## src/hdl/b92_pkg.sv

```systemverilog
// Shared types, constants and the character map for the base-92 block encoder.
package b92_pkg;

  localparam int unsigned BLOCK_BYTES = 5;
  localparam int unsigned BLOCK_CHARS = 7;
  localparam int unsigned DIGIT_W     = 7;
  localparam int unsigned VALUE_W     = 8 * BLOCK_BYTES;
  localparam int unsigned COUNT_W     = 3;
  localparam int unsigned EMIT_CNT_W  = $clog2(BLOCK_CHARS + 1);
  localparam int unsigned MARK_COUNT  = 29;

  typedef logic [DIGIT_W-1:0] digit_t;
  typedef digit_t [BLOCK_CHARS-1:0] digits_t;

  typedef struct packed {
    digits_t digits;
    logic    fin;
  } block_t;

  // Punctuation marks for digits 62 to 90, in order.
  localparam logic [7:0] MARK_CHARS [MARK_COUNT] = '{
    8'h2D, 8'h2B, 8'h21, 8'h40, 8'h23, 8'h24, 8'h5E, 8'h26, 8'h2A, 8'h28,
    8'h29, 8'h5F, 8'h3D, 8'h3C, 8'h3E, 8'h2C, 8'h2F, 8'h27, 8'h7B, 8'h7D,
    8'h5B, 8'h3F, 8'h60, 8'h7E, 8'h7C, 8'h2E, 8'h5C, 8'h3B, 8'h3A
  };

  function automatic logic [7:0] digit_char(input digit_t d);
    logic [7:0] dc;
    logic [7:0] c;
    digit_t     m;
    dc = {1'b0, d};
    m  = d - digit_t'(62);
    if (d < digit_t'(26)) begin
      c = dc + 8'h61;
    end else if (d < digit_t'(52)) begin
      c = dc - 8'd26 + 8'h41;
    end else if (d < digit_t'(62)) begin
      c = dc - 8'd52 + 8'h30;
    end else if (d < digit_t'(91)) begin
      c = MARK_CHARS[m[4:0]];
    end else begin
      c = 8'h00;
    end
    return c;
  endfunction

endpackage

```

## src/hdl/b92_gather.sv

```systemverilog
// Byte gathering: collects big-endian bytes and hands a zero-padded block on.
module b92_gather (
  input  logic                        clk,
  input  logic                        rst,
  input  logic                        in_valid,
  input  logic [7:0]                  data_byte,
  input  logic                        final_byte,
  input  logic                        conv_free,
  output logic                        in_stall,
  output logic                        load,
  output logic [b92_pkg::VALUE_W-1:0] load_value,
  output logic                        load_fin
);
  import b92_pkg::*;

  logic [31:0]        gathered;
  logic [31:0]        gathered_next;
  logic [COUNT_W-1:0] count;
  logic [COUNT_W-1:0] count_next;
  logic               full;
  logic               close;
  logic               accept;

  assign full     = count >= COUNT_W'(BLOCK_BYTES - 1);
  assign close    = final_byte | full;
  assign in_stall = close & ~conv_free;
  assign accept   = in_valid & ~in_stall;
  assign load     = accept & close;
  assign load_fin = final_byte;

  // Pad missing low bytes with zeros
  always_comb begin
    case (count)
      3'd0:    load_value = {data_byte, 32'h0};
      3'd1:    load_value = {gathered[7:0], data_byte, 24'h0};
      3'd2:    load_value = {gathered[15:0], data_byte, 16'h0};
      3'd3:    load_value = {gathered[23:0], data_byte, 8'h0};
      default: load_value = {gathered, data_byte};
    endcase
  end

  always_comb begin
    gathered_next = gathered;
    count_next    = count;
    if (load) begin
      gathered_next = '0;
      count_next    = '0;
    end else if (accept) begin
      gathered_next = {gathered[23:0], data_byte};
      count_next    = count + COUNT_W'(1);
    end
  end

  always_ff @(posedge clk) begin
    if (rst) begin
      gathered <= '0;
      count    <= '0;
    end else begin
      gathered <= gathered_next;
      count    <= count_next;
    end
  end

`ifndef SYNTH
  a_count_range: assert property (@(posedge clk) disable iff (rst)
    count <= COUNT_W'(BLOCK_BYTES - 1))
    else $error("open block holds more than four bytes");
`endif

endmodule

```

## src/hdl/b92_conv.sv

```systemverilog
// Radix converter: shifts a 40-bit block into seven base-92 digits, a byte a cycle.
module b92_conv (
  input  logic                        clk,
  input  logic                        rst,
  input  logic                        load,
  input  logic [b92_pkg::VALUE_W-1:0] load_value,
  input  logic                        load_fin,
  input  logic                        take,
  output logic                        conv_free,
  output logic                        done,
  output b92_pkg::block_t             blk
);
  import b92_pkg::*;

  typedef enum logic [2:0] {
    CV_IDLE = 3'b001,
    CV_RUN  = 3'b010,
    CV_DONE = 3'b100
  } cv_state_t;

  cv_state_t          state;
  cv_state_t          state_next;
  logic [VALUE_W-1:0] value;
  logic [COUNT_W-1:0] step;
  digits_t            digits;
  logic               fin;

  // Doubling with base-92 carries, one input bit per pass
  function automatic digits_t shift_in_byte(input digits_t d, input logic [7:0] b);
    digits_t                r;
    logic [BLOCK_CHARS-1:0] cout;
    digit_t                 t;
    r = d;
    for (int j = 7; j >= 0; j--) begin
      for (int i = 0; i < BLOCK_CHARS; i++) begin
        cout[i] = r[i] >= digit_t'(46);
      end
      for (int i = 0; i < BLOCK_CHARS; i++) begin
        t    = cout[i] ? (r[i] - digit_t'(46)) : r[i];
        r[i] = {t[DIGIT_W-2:0], (i == 0) ? b[j] : cout[(i == 0) ? 0 : i - 1]};
      end
    end
    return r;
  endfunction

  assign done       = state == CV_DONE;
  assign conv_free  = (state == CV_IDLE) | (done & take);
  assign blk.digits = digits;
  assign blk.fin    = fin;

  always_comb begin
    state_next = state;
    if (load) begin
      state_next = CV_RUN;
    end else begin
      case (state)
        CV_IDLE: state_next = CV_IDLE;
        CV_RUN: begin
          if (step == COUNT_W'(BLOCK_BYTES - 1)) state_next = CV_DONE;
        end
        CV_DONE: begin
          if (take) state_next = CV_IDLE;
        end
        default: state_next = CV_IDLE;
      endcase
    end
  end

  always_ff @(posedge clk) begin
    if (rst) begin
      state <= CV_IDLE;
    end else begin
      state <= state_next;
    end
  end

  always_ff @(posedge clk) begin
    if (load) begin
      value  <= load_value;
      digits <= '0;
      step   <= '0;
      fin    <= load_fin;
    end else if (state == CV_RUN) begin
      value  <= {value[VALUE_W-9:0], 8'h0};
      digits <= shift_in_byte(digits, value[VALUE_W-1 -: 8]);
      step   <= step + COUNT_W'(1);
    end
  end

`ifndef SYNTH
  a_load_when_free: assert property (@(posedge clk) disable iff (rst)
    load |-> conv_free)
    else $error("block loaded while converter occupied");
  a_load_runs: assert property (@(posedge clk) disable iff (rst)
    load |=> (state == CV_RUN) && (step == '0))
    else $error("load did not start a conversion");
  a_run_ends: assert property (@(posedge clk) disable iff (rst)
    (state == CV_RUN) && (step == COUNT_W'(BLOCK_BYTES - 1)) && !load |=> done)
    else $error("conversion did not finish after five bytes");
`endif

endmodule

```

## src/hdl/b92_emit.sv

```systemverilog
// Result register: maps digits to characters and sends them most significant first.
module b92_emit (
  input  logic            clk,
  input  logic            rst,
  input  logic            done,
  input  b92_pkg::block_t blk,
  input  logic            out_stall,
  output logic            take,
  output logic            out_valid,
  output logic [7:0]      out_char,
  output logic            block_end,
  output logic            message_end
);
  import b92_pkg::*;

  logic [7:0]            chars [BLOCK_CHARS];
  logic [EMIT_CNT_W-1:0] cnt;
  logic                  fin;
  logic                  out_acc;
  logic                  last;

  assign out_valid   = cnt != '0;
  assign out_acc     = out_valid & ~out_stall;
  assign last        = cnt == EMIT_CNT_W'(1);
  assign take        = done & (~out_valid | (last & out_acc));
  assign out_char    = chars[0];
  assign block_end   = last;
  assign message_end = last & fin;

  always_ff @(posedge clk) begin
    if (rst) begin
      cnt <= '0;
    end else if (take) begin
      cnt <= EMIT_CNT_W'(BLOCK_CHARS);
    end else if (out_acc) begin
      cnt <= cnt - EMIT_CNT_W'(1);
    end
  end

  always_ff @(posedge clk) begin
    if (take) begin
      fin <= blk.fin;
      for (int i = 0; i < BLOCK_CHARS; i++) begin
        chars[i] <= digit_char(blk.digits[BLOCK_CHARS-1-i]);
      end
    end else if (out_acc) begin
      for (int i = 0; i < BLOCK_CHARS - 1; i++) begin
        chars[i] <= chars[i+1];
      end
    end
  end

`ifndef SYNTH
  a_take_fills: assert property (@(posedge clk) disable iff (rst)
    take |=> out_valid && (cnt == EMIT_CNT_W'(BLOCK_CHARS)))
    else $error("taken block not loaded into result register");
  a_msg_in_block: assert property (@(posedge clk) disable iff (rst)
    out_valid && message_end |-> block_end)
    else $error("message end outside block end");
`endif

endmodule

```

## src/hdl/base92_block_encoder_core.sv

```systemverilog
// Top level of the base-92 block encoder: gather, convert and emit stages.
// Flow: the closing byte of a block loads the converter, whose digits pass to the result register;
//   the seven characters then follow one a cycle while out_stall is low.
// Throughput: one byte a cycle while a block gathers and in_stall is low; the block rate is
//   bounded by the one-character-per-cycle result register.
// Reset: synchronous rst empties the open block, the converter and the result register.
module base92_block_encoder_core (
  input  logic       clk,
  input  logic       rst,
  input  logic       in_valid,
  output logic       in_stall,
  input  logic [7:0] data_byte,
  input  logic       final_byte,
  output logic       out_valid,
  input  logic       out_stall,
  output logic [7:0] out_char,
  output logic       block_end,
  output logic       message_end
);
  import b92_pkg::*;

  // Gather -> converter request
  logic               load;
  logic [VALUE_W-1:0] load_value;
  logic               load_fin;
  logic               conv_free;

  // Converter -> result register request
  logic               done;
  logic               take;
  block_t             blk;

  // Hold bytes of the open block; on the closing byte, pad with zeros and
  // stall only that byte while the converter is still occupied.
  b92_gather u_gather (
    .clk        (clk),
    .rst        (rst),
    .in_valid   (in_valid),
    .data_byte  (data_byte),
    .final_byte (final_byte),
    .conv_free  (conv_free),
    .in_stall   (in_stall),
    .load       (load),
    .load_value (load_value),
    .load_fin   (load_fin)
  );

  // Advance one byte per cycle into the base-92 digit register, then hold the
  // digits until the result register takes them.
  b92_conv u_conv (
    .clk        (clk),
    .rst        (rst),
    .load       (load),
    .load_value (load_value),
    .load_fin   (load_fin),
    .take       (take),
    .conv_free  (conv_free),
    .done       (done),
    .blk        (blk)
  );

  // Map digits to characters and drain them most significant first; a new
  // block is taken in the cycle its predecessor's last character leaves.
  b92_emit u_emit (
    .clk         (clk),
    .rst         (rst),
    .done        (done),
    .blk         (blk),
    .out_stall   (out_stall),
    .take        (take),
    .out_valid   (out_valid),
    .out_char    (out_char),
    .block_end   (block_end),
    .message_end (message_end)
  );

endmodule

```

## config.mk

```make
export PLATFORM = sky130hd
export DESIGN_NAME = base92_block_encoder_core
export DESIGN_NICKNAME = d
export VERILOG_FILES = /design/src/hdl/b92_pkg.sv /design/src/hdl/b92_gather.sv /design/src/hdl/b92_conv.sv /design/src/hdl/b92_emit.sv /design/src/hdl/base92_block_encoder_core.sv
export SDC_FILE = /design/constraint.sdc
export NUM_CORES = 1
export LEC_CHECK = 0
export ABC_AREA = 1
export BUFFER_PORTS_ARGS = -buffer_cell sky130_fd_sc_hd__buf_2
export CAP_MARGIN = 40
export CORE_ASPECT_RATIO = 1.4
export CORE_UTILIZATION = 33
export DETAILED_ROUTE_END_ITERATION = 7
export PLACE_DENSITY = 0.51
export SYNTH_ARGS = -nofsm -noshare
export SYNTH_HDL_FRONTEND = slang
export SYNTH_SLANG_ARGS = --single-unit
```

## constraint.sdc

```tcl
create_clock -name clk -period 20.7 [get_ports clk]
set_input_delay 3.105 -clock clk [delete_from_list [all_inputs] [get_ports clk]]
set_output_delay 3.105 -clock clk [all_outputs]
set_load 0.05 [all_outputs]
```

==> results of run 1 <==
stage by stage:
step	setup slack [ns]	util, %	instances	area, um^2	hold WS (ns)
after floorplan	13.40	-	3805	24300	0.400
after global placement	11.82	34.5	4694	25100	0.451
after detailed placement	11.87	34.6	4697	25200	0.456
after CTS	11.85	35.5	4729	25800	0.469
after global routing	11.00	35.5	4729	25800	0.495
final	11.91	35.5	4729	25800	0.466
cell families after synthesis:
family	after synthesis	synth area share [%]
XOR/XNOR	84	3.29
flip-flops	191	19.8
adder cells (fa/ha/maj)	150	7.73
AO/OA/AOI/OAI	579	15.4
buffers and inverters	641	10.9
AND/OR/NAND/NOR	2160	42.9
worst max-delay path, delay by kind of cell (launching register included):
family	cells	cell delay, ns
xor gates and xnor gates	1	0.25
DFF	1	0.64
buffers and inverters	6	0.77
AOI/OAI and AO/OA	1	0.33
adders and majority gates	8	1.75
and+or+nand+nor	46	4.91
state kept, by name (all words and copies together), names as in the netlist:
name	cells
u_conv.value	40
u_gather.gathered	32
u_gather.count	3
u_conv.blk	49
u_conv.fin	1
u_emit.fin	1
u_emit.chars	56
u_conv.state	3
u_emit.cnt	3
u_conv.step	3
layout make-up:
cell class                      count  area [um^2]
Fill cell                        7981        47000
Multi-Input combinational cell   2973        16800
Sequential cell                   191         4800
Inverter                          537         2040
Tap cell                          952         1190
Clock buffer                       17          425
Timing Repair Buffer               44          280
Clock inverter                     15          213
cell usage in the layout (no fill, tap or decap), types with 13 or more instances in the layout:
cell,synthesis,layout
nor3_1,29,29
xor2_1,52,52
xnor2_1,25,25
buf_2,6,25
buf_4,20,18
o221ai_1,13,13
o22ai_1,45,45
inv_1,462,459
clkbuf_16,0,17
nand2_4,33,33
nor2_4,13,13
ha_1,150,150
nor2_2,39,40
nand4_1,98,98
inv_2,54,57
and2_1,21,21
a21oi_1,140,140
nand2_1,1111,1110
nor2_1,211,210
dfxtp_1,93,93
o21ai_1,28,28
nand3_1,318,318
nand3_4,23,23
nand2_2,190,191
edfxtp_1,98,98
o21ai_0,140,140
o211ai_1,45,45
o21ai_2,27,27
o311ai_0,13,13
a31oi_1,32,32
nand3_2,36,36
metal layers:
layer  vias up  track usage, %
li1      12500               -
met2       365            40.4
met5         -               0
met3       159            2.46
met4         0            9.57
met1     11100            19.3
worst paths after layout:
| check | from | to | slack, ns | depth (start not counted) |
|---|---|---|---|---|
| worst max register to register | u_conv.blk[8] | u_conv.blk[10] | 11.91 | 62 |
| worst min register to register | u_gather.gathered[30] | u_gather.gathered[30] | 0.47 | 2 |
| worst min-delay path | u_gather.gathered[30] | u_gather.gathered[30] | 0.47 | 2 |
| worst max-delay path | u_conv.blk[8] | u_conv.blk[10] | 11.91 | 62 |
==> key figures, run 1 <==
Synth
  – Share of the synthesized area in the top cell type: 17.2%
  – Syn nets: 3968
  – Synth Register Bits: 191
  – Most numerous cell in the Yosys netlist: nand2_1
  – Post-synthesis sequential area ratio: 19.8%
  – Ranking of synthesized cells by area: nand2_1 17%, edfxtp_1 12%, ha_1 7.7%, dfxtp_1 7.7%, inv_1 7.1%
  – Synth Flop Type: edfxtp_1
  – Area leader, netlist: nand2_1
  – Syn avg cell area: 6.38 um^2
  – Ys async rst share: 0%
  – Top cells by count, synth: 1111 x nand2_1, 462 x inv_1, 318 x nand3_1
  – Cells after Synth: 3805
  – Mapped cell area: 0.0243 mm^2
  – Synth unique cells: 71
  – Post-synth EDFFs: 98
  – Synth warn: 0

Global routing
  – Grt ovf: 0
  – Global-route wire length before repair: 119000 um
  – Largest net degree at the start of global routing: 50
  – Initial antenna violation count: 1
  – Total global-route track usage: 19.9%
  – Vias in the first global route: 23400

Worst setup path
  – WS Path Type: reg -> reg
  – CP Data Required Time: 21.11 ns
  – CP endpoint kind: flip-flop
  – Startpoint Class: flip-flop
  – Critical path's most frequent cell: nand2_1
  – Worst-path fanout max: 11
  – Crit path max-delay cell type: dfxtp_1
  – CP max stage delay: 0.64 ns
  – Crit path DAT: 9.20 ns

Finish
  – Ant diodes: 0
  – Layout cells sized above 1: 14.4%
  – # nets final: 3927
  – Syn-to-layout area delta: 6.24%

Clock network
  – Clk_lat worst skew: 0.52 ns
  – Clock Sink Count: 191
  – Resized Gates After CTS: 0
  – Clock Root Buffer: clkbuf_16
  – Clock buffer depth: 2
  – Clock transition at path regs: 0.09 ns
  – H-tree lvl count: 4
  – Post-CTS Hold Buffers: 0
  – Total CTS buffers: 17
  – Setup bufs post-CTS: 0
  – CTS tree: done

Floorplan
  – Core area: 0.0728 mm^2
  – Die Height: 323 um
  – Die ar.: 0.0747 mm^2
  – Row count: 117
  – Die X: 231 um
  – Initial core utilization: 33.4%
  – I/O Pins: 25

Routing
  – Top layer in use: met4
  – Post-DRT Antenna Nets: 0
  – Metal2 WL: 41200 um
  – # DRC: 0
  – Initial DRC count: 980
  – Mean routed wirelength per cell: 15.6 um
  – Wl on met1: 27700 um
  – Total wire length: 73700 um
  – Met3 routed WL: 1600 um
  – Vias: 24100
  – TritonRoute pass-1 iters: 5
  – Vias per inst: 5.09

STA
  – Min cycle time layout: 8.79 ns
  – Unrepaired setup endpoints after global routing: no
  – Max_slew headroom: 39.9%
  – Slew Viols, Final: 0
  – Count of final setup violators: 0
  – Worst-Margin Slew: 0.896 ns
  – Final Skew: 0.0163 ns
  – Final critical-path share of the clock period: 42.5%
  – TNS Setup: 0 ns
  – Fmax: 0.114 GHz
  – Final Hold Vio Count: 0

Place
  – PortBufs: 24
  – Global placement routability congestion: 0.897
  – Dpl hpwl: 59300 um

Hold path
  – Hold Crit Class: reg -> reg

Outcome
  – Run status: finished clean

Run
  – Max-Cap Viols: 0
Power of run 1 is not shown: default switching activity piles up to over one toggle a cycle in this logic, so the estimate is an artifact.
==> run 2, diff against run 1 <==
==> constraint.sdc (replaced) <==
create_clock -name clk -period 9.1 [get_ports clk]
set_input_delay 1.365 -clock clk [delete_from_list [all_inputs] [get_ports clk]]
set_output_delay 1.365 -clock clk [all_outputs]
set_load 0.05 [all_outputs]
==> key figures, run 2 (synthesis gave the netlist of run 1 again) <==
Outcome
  – Run status: finished clean

Place
  – Placement Setup Slack: 0.134 ns
  – Area after DPL: 0.0253 mm^2
  – PortBufs: 24
  – Global placement routability congestion: 0.890
  – Dpl hpwl: 60800 um

STA
  – Unrepaired setup endpoints after global routing: no
  – Slew Viols, Final: 0
  – Fmax: 0.120 GHz
  – Min cycle time layout: 8.34 ns
  – Final Hold Vio Count: 0
  – Max_slew headroom: 39.3%
  – Final Skew: 0.0129 ns
  – Count of final setup violators: 0
  – Setup ws final: 0.760 ns
  – Final critical-path share of the clock period: 91.6%
  – Worst-Margin Slew: 0.905 ns
  – TNS Setup: 0 ns

Clock network
  – Clock Root Buffer: clkbuf_16
  – Total CTS buffers: 17
  – Clock transition at path regs: 0.08 ns
  – Clock buffer depth: 2
  – Clock Sink Count: 191
  – CTS tree: done
  – Clk_lat worst skew: 0.51 ns
  – H-tree lvl count: 4
  – Post-CTS Hold Buffers: 0

Routing
  – Vias per inst: 5.12
  – Vias: 24400
  – Initial DRC count: 1087
  – Post-DRT Antenna Nets: 0
  – Total wire length: 76300 um
  – # DRC: 0
  – Mean routed wirelength per cell: 16.0 um
  – TritonRoute pass-1 iters: 7

Finish
  – Commonest non-fill, non-tap cell in the layout: nand2_1
  – Ant diodes: 0
  – Commonest non-fill, non-tap cells in the layout: 1109 x nand2_1, 457 x inv_1, 318 x nand3_1
  – # nets final: 3955
  – Biggest register: u_emit.chars
  – Layout cells sized above 1: 15.3%
  – Syn-to-layout area delta: 7.16%
  – Fin area: 0.0260 mm^2
  – FILL cells: 7997
  – Largest register FFs: 56

Global routing
  – Initial antenna violation count: 0
  – Vias in the first global route: 23800
  – Grt ovf: 0
  – Largest net degree at the start of global routing: 54
  – Global-route wire length before repair: 122000 um
  – Total global-route track usage: 20.6%

Worst setup path
  – Worst-path fanout max: 12
  – CP max stage delay: 0.46 ns
  – CP endpoint kind: flip-flop
  – Critical path's most frequent cell: nand2_1
  – Startpoint Class: flip-flop
  – Crit path max-delay cell type: dfxtp_4
  – CP Data Required Time: 9.49 ns
  – Crit path DAT: 8.73 ns
  – WS Path Type: reg -> reg

Floorplan
  – Core area: 0.0728 mm^2
  – Initial core utilization: 33.4%
  – Die ar.: 0.0747 mm^2
  – Row count: 117
  – I/O Pins: 25
  – Die Height: 323 um
  – Die X: 231 um

Run
  – Max-Cap Viols: 0

Hold path
  – Hold Crit Class: reg -> reg
[run 2: changes by cell type in the layout (fill, tap and decap cells not counted), moves of 2 or more]
cell	previous run	this run
buf_4	18	45
clkinv_4	2	5
clkinvlp_4	0	3
dfxtp_1	93	87
dfxtp_2	0	4
dfxtp_4	0	2
ha_1	150	147
ha_2	0	3
inv_1	459	457
inv_12	4	1
[run 2: path summary, 6_finish.rpt]
| kind | startpoint | cells past startpoint | to | slack (ns) |
|---|---|---|---|---|
| hold / removal | u_gather.gathered[30] | 2 | u_gather.gathered[30] | 0.47 |
| hold reg to reg | u_gather.gathered[30] | 2 | u_gather.gathered[30] | 0.47 |
| setup / recovery | u_conv.blk[29] | 59 | u_conv.blk[36] | 0.76 |
| setup reg to reg | u_conv.blk[29] | 59 | u_conv.blk[36] | 0.76 |
[run 2: through the flow]
stage | hold slack [ns] | std cells | utilization, %
after global placement | 0.449 | 4718 | 34.8
after global routing | 0.480 | 4757 | 35.8
after detailed placement | 0.457 | 4720 | 34.8
after floorplan | 0.400 | 3805 | -
after CTS | 0.470 | 4752 | 35.7
final | 0.466 | 4757 | 35.8
[run 2: metal layers]
layer | global-route usage (%) | wire length [um] | vias to the layer above | share of wire, %
met3 | 2.32 | 1700 | 140 | 2.2
met1 | 19.3 | 27900 | 11300 | 37
met4 | 9.23 | 3050 | 0 | 4.0
li1 | - | - | 12500 | -
met5 | 0 | 0 | - | 0
met2 | 43.2 | 43700 | 393 | 57
[run 2: cell type report]
class                   count  area, um^2  share of cell area, %
repair buffers             72         503                   1.93
inverters                 537        2050                   7.86
flip-flops and latches    191        4820                   18.5
clock inverters            15         171                  0.659
multi-input cells        2973       16900                   64.8
well taps                 952        1190                   4.58
clock buffers              17         425                   1.63
[run 2: worst max-delay path: cells and delay by family, from the launching register on]
kind                       cells  cell delay (ns)
buffers and inverters          5             0.51
AOI/OAI and AO/OA              4             0.68
adders and majority gates      8             1.81
DFF                            1             0.46
and+or+nand+nor               42             4.73
[run 2: timing repair]
action | 4_1_cts | 5_1_grt
endpoints found under the setup margin | 0 | 24
buffers inserted | 0 | 5
resized for setup | 0 | 16
Power of run 2 is left out for the same reason.
